File: src/sv/soa_pkg.sv
// soa_pkg: shared types and codes of the slab object allocator
// status and opcode codes, register indexes, sequencer states
// no dependencies
`default_nettype none

package soa_pkg;

    // request opcodes
    localparam logic OP_ALLOC = 1'b0;
    localparam logic OP_FREE  = 1'b1;

    // result status codes
    typedef logic [2:0] t_status;
    localparam t_status STS_OK        = 3'd0;
    localparam t_status STS_NO_PAGES  = 3'd1;
    localparam t_status STS_OVERSIZE  = 3'd2;
    localparam t_status STS_NOT_OWNED = 3'd3;
    localparam t_status STS_FULL      = 3'd4;
    localparam t_status STS_DISABLED  = 3'd5;

    // register file: word index taken from paddr[2]
    localparam int   ADDR_W        = 3;
    localparam logic REG_ENABLE    = 1'b0;
    localparam logic REG_POOL_BASE = 1'b1;

    // slot search: flags are split into groups of this many slabs
    localparam int GROUP_W  = 16;
    localparam int GROUP_LW = 4;

    // request sequencer
    typedef enum logic [1:0] {
        ST_IDLE,
        ST_SLOT,
        ST_CNT,
        ST_POP
    } t_state;

endpackage

`default_nettype wire

File: src/sv/soa_slot_search.sv
// soa_slot_search: two-level priority search for the newest slab with a free object
// first level registered per group of slabs, second level picks the highest group
// depends on soa_pkg
`default_nettype none

module soa_slot_search
    import soa_pkg::*;
#(
    parameter int MAX_SLABS = 16
) (
    input  logic                     i_clk,
    input  logic                     i_load,
    input  logic [MAX_SLABS-1:0]     i_flags,
    output logic                     o_found,
    output logic [(MAX_SLABS > 1 ? $clog2(MAX_SLABS) : 1)-1:0] o_slot
);

    localparam int SLOT_W = (MAX_SLABS > 1) ? $clog2(MAX_SLABS) : 1;
    localparam int NG     = (MAX_SLABS + GROUP_W - 1) / GROUP_W;
    localparam int GRP_AW = (NG > 1) ? $clog2(NG) : 1;
    localparam int SEL_W  = GRP_AW + GROUP_LW;

    logic [NG*GROUP_W-1:0] w_flags;
    logic [NG-1:0]         n_any;
    logic [NG-1:0]         r_any;
    logic [GROUP_LW-1:0]   n_loc [NG];
    logic [GROUP_LW-1:0]   r_loc [NG];
    logic [SEL_W-1:0]      w_sel;

    assign w_flags = (NG*GROUP_W)'(i_flags);

    // highest set flag inside each group
    always_comb begin
        for (int g = 0; g < NG; g++) begin
            n_any[g] = |w_flags[g*GROUP_W +: GROUP_W];
            n_loc[g] = '0;
            for (int b = 0; b < GROUP_W; b++) begin
                if (w_flags[g*GROUP_W + b]) begin
                    n_loc[g] = GROUP_LW'(b);
                end
            end
        end
    end

    always_ff @(posedge i_clk) begin
        if (i_load) begin
            r_any <= n_any;
            r_loc <= n_loc;
        end
    end

    // highest group with a hit
    always_comb begin
        o_found = 1'b0;
        w_sel   = '0;
        for (int g = 0; g < NG; g++) begin
            if (r_any[g]) begin
                o_found = 1'b1;
                w_sel   = {GRP_AW'(g), r_loc[g]};
            end
        end
    end

    assign o_slot = w_sel[SLOT_W-1:0];

endmodule

`default_nettype wire

File: config.mk
export PLATFORM = sky130hd
export DESIGN_NAME = soa_slot_search
export DESIGN_NICKNAME = d
export VERILOG_FILES = /design/src/sv/soa_pkg.sv /design/src/sv/soa_slot_search.sv
export SDC_FILE = /design/constraint.sdc
export NUM_CORES = 1
export LEC_CHECK = 0
export ABC_CLOCK_PERIOD_IN_PS = 2150
export BUFFER_PORTS_ARGS = -buffer_cell sky130_fd_sc_hd__buf_2
export CAP_MARGIN = 40
export CORE_AREA = 2 2 39 41
export CTS_CLUSTER_DIAMETER = 50
export CTS_CLUSTER_SIZE = 25
export DETAILED_ROUTE_END_ITERATION = 7
export DIE_AREA = 0 0 41 43
export PLACE_DENSITY = 0.51
export SETUP_SLACK_MARGIN = 0.02
export SLEW_MARGIN = 20
export SYNTH_ARGS = -nofsm -noshare
export SYNTH_HDL_FRONTEND = slang
export SYNTH_SLANG_ARGS = --single-unit
File: constraint.sdc
create_clock -name i_clk -period 2.15 [get_ports i_clk]
set_input_delay 0.215 -clock i_clk [delete_from_list [all_inputs] [get_ports i_clk]]
set_output_delay 0.215 -clock i_clk [all_outputs]
set_load 0.02 [all_outputs]
==> flow_summary.json <==
{
  "status": "finished clean",
  "p_int_uw": 210,
  "yosysWarnings": 0,
  "postRouteAntennaNets": 0,
  "gr-usage-all-layers": 0.106,
  "synth_largest_area_cell": "edfxtp_1",
  "fmax_ghz": 0.850,
  "nFillCells": 161,
  "combPwrFrac": 0.199,
  "core_mm2": 0.00138,
  "ioPinCount": 23,
  "placed_cells": 74,
  "antenna_cells": 0,
  "first_global_vias": 311,
  "die_area_mm2": 0.00176,
  "post-cts-setup-buffers": 0,
  "start_util": 0.244,
  "nets": 81,
  "leakagePower_uw": 0.000209,
  "seqPwrFrac": 0.423,
  "final_common_cell": "buf_2",
  "drive_gt1_frac": 0.419,
  "numCtsBuffers": 3,
  "cts_resized": 0,
  "area_delta_synth_final_pct": 46.3,
  "dr.first_iter.drc_count": 3,
  "seqCellArea_um2": 150,
  "period_share": 0.547,
  "yosysTopAreaCellShare": 0.444,
  "vias": 356,
  "avgViaCountPerCell": 4.56,
  "dp_hpwl_um": 563,
  "syn_nets": 54,
  "critPathLaunchType": "register",
  "clock_path_buffers": 2,
  "syn_area_per_cell_um2": 9.38,
  "grt_pass1_wl_mm": 1.15,
  "grt_max_degree": 7,
  "cts_tree": "built",
  "tightest_slew_ns": 0.343,
  "p_sw_frac": 0.237,
  "tns_ns": 0,
  "final_core_util": 0.357,
  "overflow": 0,
  "postSynthCellCount": 36,
  "clock-root-buffer": "clkbuf_4",
  "critPathArrivalTime_ns": 0.96,
  "firstDrtPassIters": 2,
  "critPathCaptureType": "output port",
  "clock-sinks": 5,
  "io_buffers": 22,
  "die_w_um": 41,
  "cts_max_level": 1,
  "wl_per_cell_um": 8.23,
  "pwr-share-clk": 0.378,
  "max-slew-margin-rel": 0.769,
  "final_cell_mix": "buf_2 (22), nor2_1 (7), edfxtp_1 (5), and2_1 (4)",
  "criticalPathCategory": "reg2out",
  "rsz0062_at_grt": "false",
  "min_period_ns": 1.18,
  "powerDensity_mw_per_mm2": 557,
  "crit_required_ns": 1.93,
  "cp_max_fo": 5,
  "switchingPower_uw": 65.2,
  "netlist_top_cells_area": "edfxtp_1 (44%), nor2_1 (7.8%), and2_1 (7.4%)",
  "slew_violations": 0,
  "multi_input_area_um2": 184,
  "hold_path_class": "in2reg",
  "hold_viol_final": 0,
  "rows": 14,
  "clk_pin_slew_worst_paths_ns": 0.04,
  "max_cap_viol_count": 0,
  "cts.hold.buffers_added": 0,
  "antenna_found_initial": 0,
  "fin_cells": 78,
  "ir_drop_v": 0.000166,
  "routed_wl_um": 642,
  "ys_seq_elements": 5,
  "stdcell_area_um2": 494,
  "die_h_um": 43,
  "dpl-instance-area_um2": 468,
  "synthDistinctLibCells": 18,
  "drc": 0,
  "synth.yosys.seq_area_share": 0.444,
  "place_congestion": 0.675,
  "setup_viol": 0,
  "synthesis.area_um2": 338
}
cell usage after synthesis:
cell / number
o21ai_1: 1
o31ai_1: 1
nor4_1: 3
nor2b_1: 1
a31oi_1: 1
nand2b_1: 3
nor2_1: 7
nor4_2: 1
or3b_1: 1
a311oi_1: 1
nand2_1: 2
nor3_1: 1
nand4b_1: 1
edfxtp_1: 5
inv_1: 1
and2_1: 4
o31a_1: 1
a221o_1: 1
flip-flops by register name, summed over array words and instances (netlist names):
register	flops
r_loc	4
r_any	1
power by group through the flow:
stage | clock, µW | sequential [µW] | combinational (µW)
floorplan | 0 | 119 | 22.9
global placement | 0 | 118 | 55.5
detailed placement | 0 | 118 | 55.6
CTS | 110 | 117 | 55.6
global route | 124 | 117 | 62.2
finish | 104 | 117 | 54.8
through the flow:
| step | hold WS [ns] | worst slack [ns] | total power, µW |
|---|---|---|---|
| 2_1_floorplan | 0.327 | 1.01 | 142 |
| 5_1_grt | 0.235 | 0.905 | 303 |
| 3_5_place_dp | 0.497 | 0.839 | 174 |
| 3_3_place_gp | 0.495 | 0.846 | 174 |
| 4_1_cts | 0.246 | 0.954 | 282 |
| 6_report | 0.250 | 0.974 | 275 |
layer usage:
| metal | track usage | share of wire | vias to the layer above |
|---|---|---|---|
| li1 | - | - | 189 |
| met5 | 0 | 0 | - |
| met2 | 0.141 | 0.53 | 15 |
| met1 | 0.109 | 0.38 | 152 |
| met4 | 0.120 | 0 | 0 |
| met3 | 0.0471 | 0.087 | 0 |
cell type report:
type,count,area share
Sequential cell,5,0.304
Tap cell,16,0.0405
Timing Repair Buffer,22,0.223
Inverter,1,0.00759
Clock buffer,4,0.0532
Multi-Input combinational cell,30,0.372
final timing paths:
path	start	end	slack, ns	cells after the start
min	i_load	r_loc[0]$_SDFFCE_PP1P_	0.25	1
max	r_any$_DFFE_PP_	o_slot[1]	0.97	2
critical path: stages (launching register included):
cell and delay [ns]:
edfxtp_1 0.41, and2_1 0.17, buf_2 0.15
logic make-up after synthesis:
kind of cell,after synthesis,share of synthesized area
AO/OA/AOI/OAI,6,0.137
buffers and inverters,1,0.0111
flip-flops,5,0.444
AND/OR/NAND/NOR,24,0.407
No activity file was read; power rests on OpenSTA's default activity.
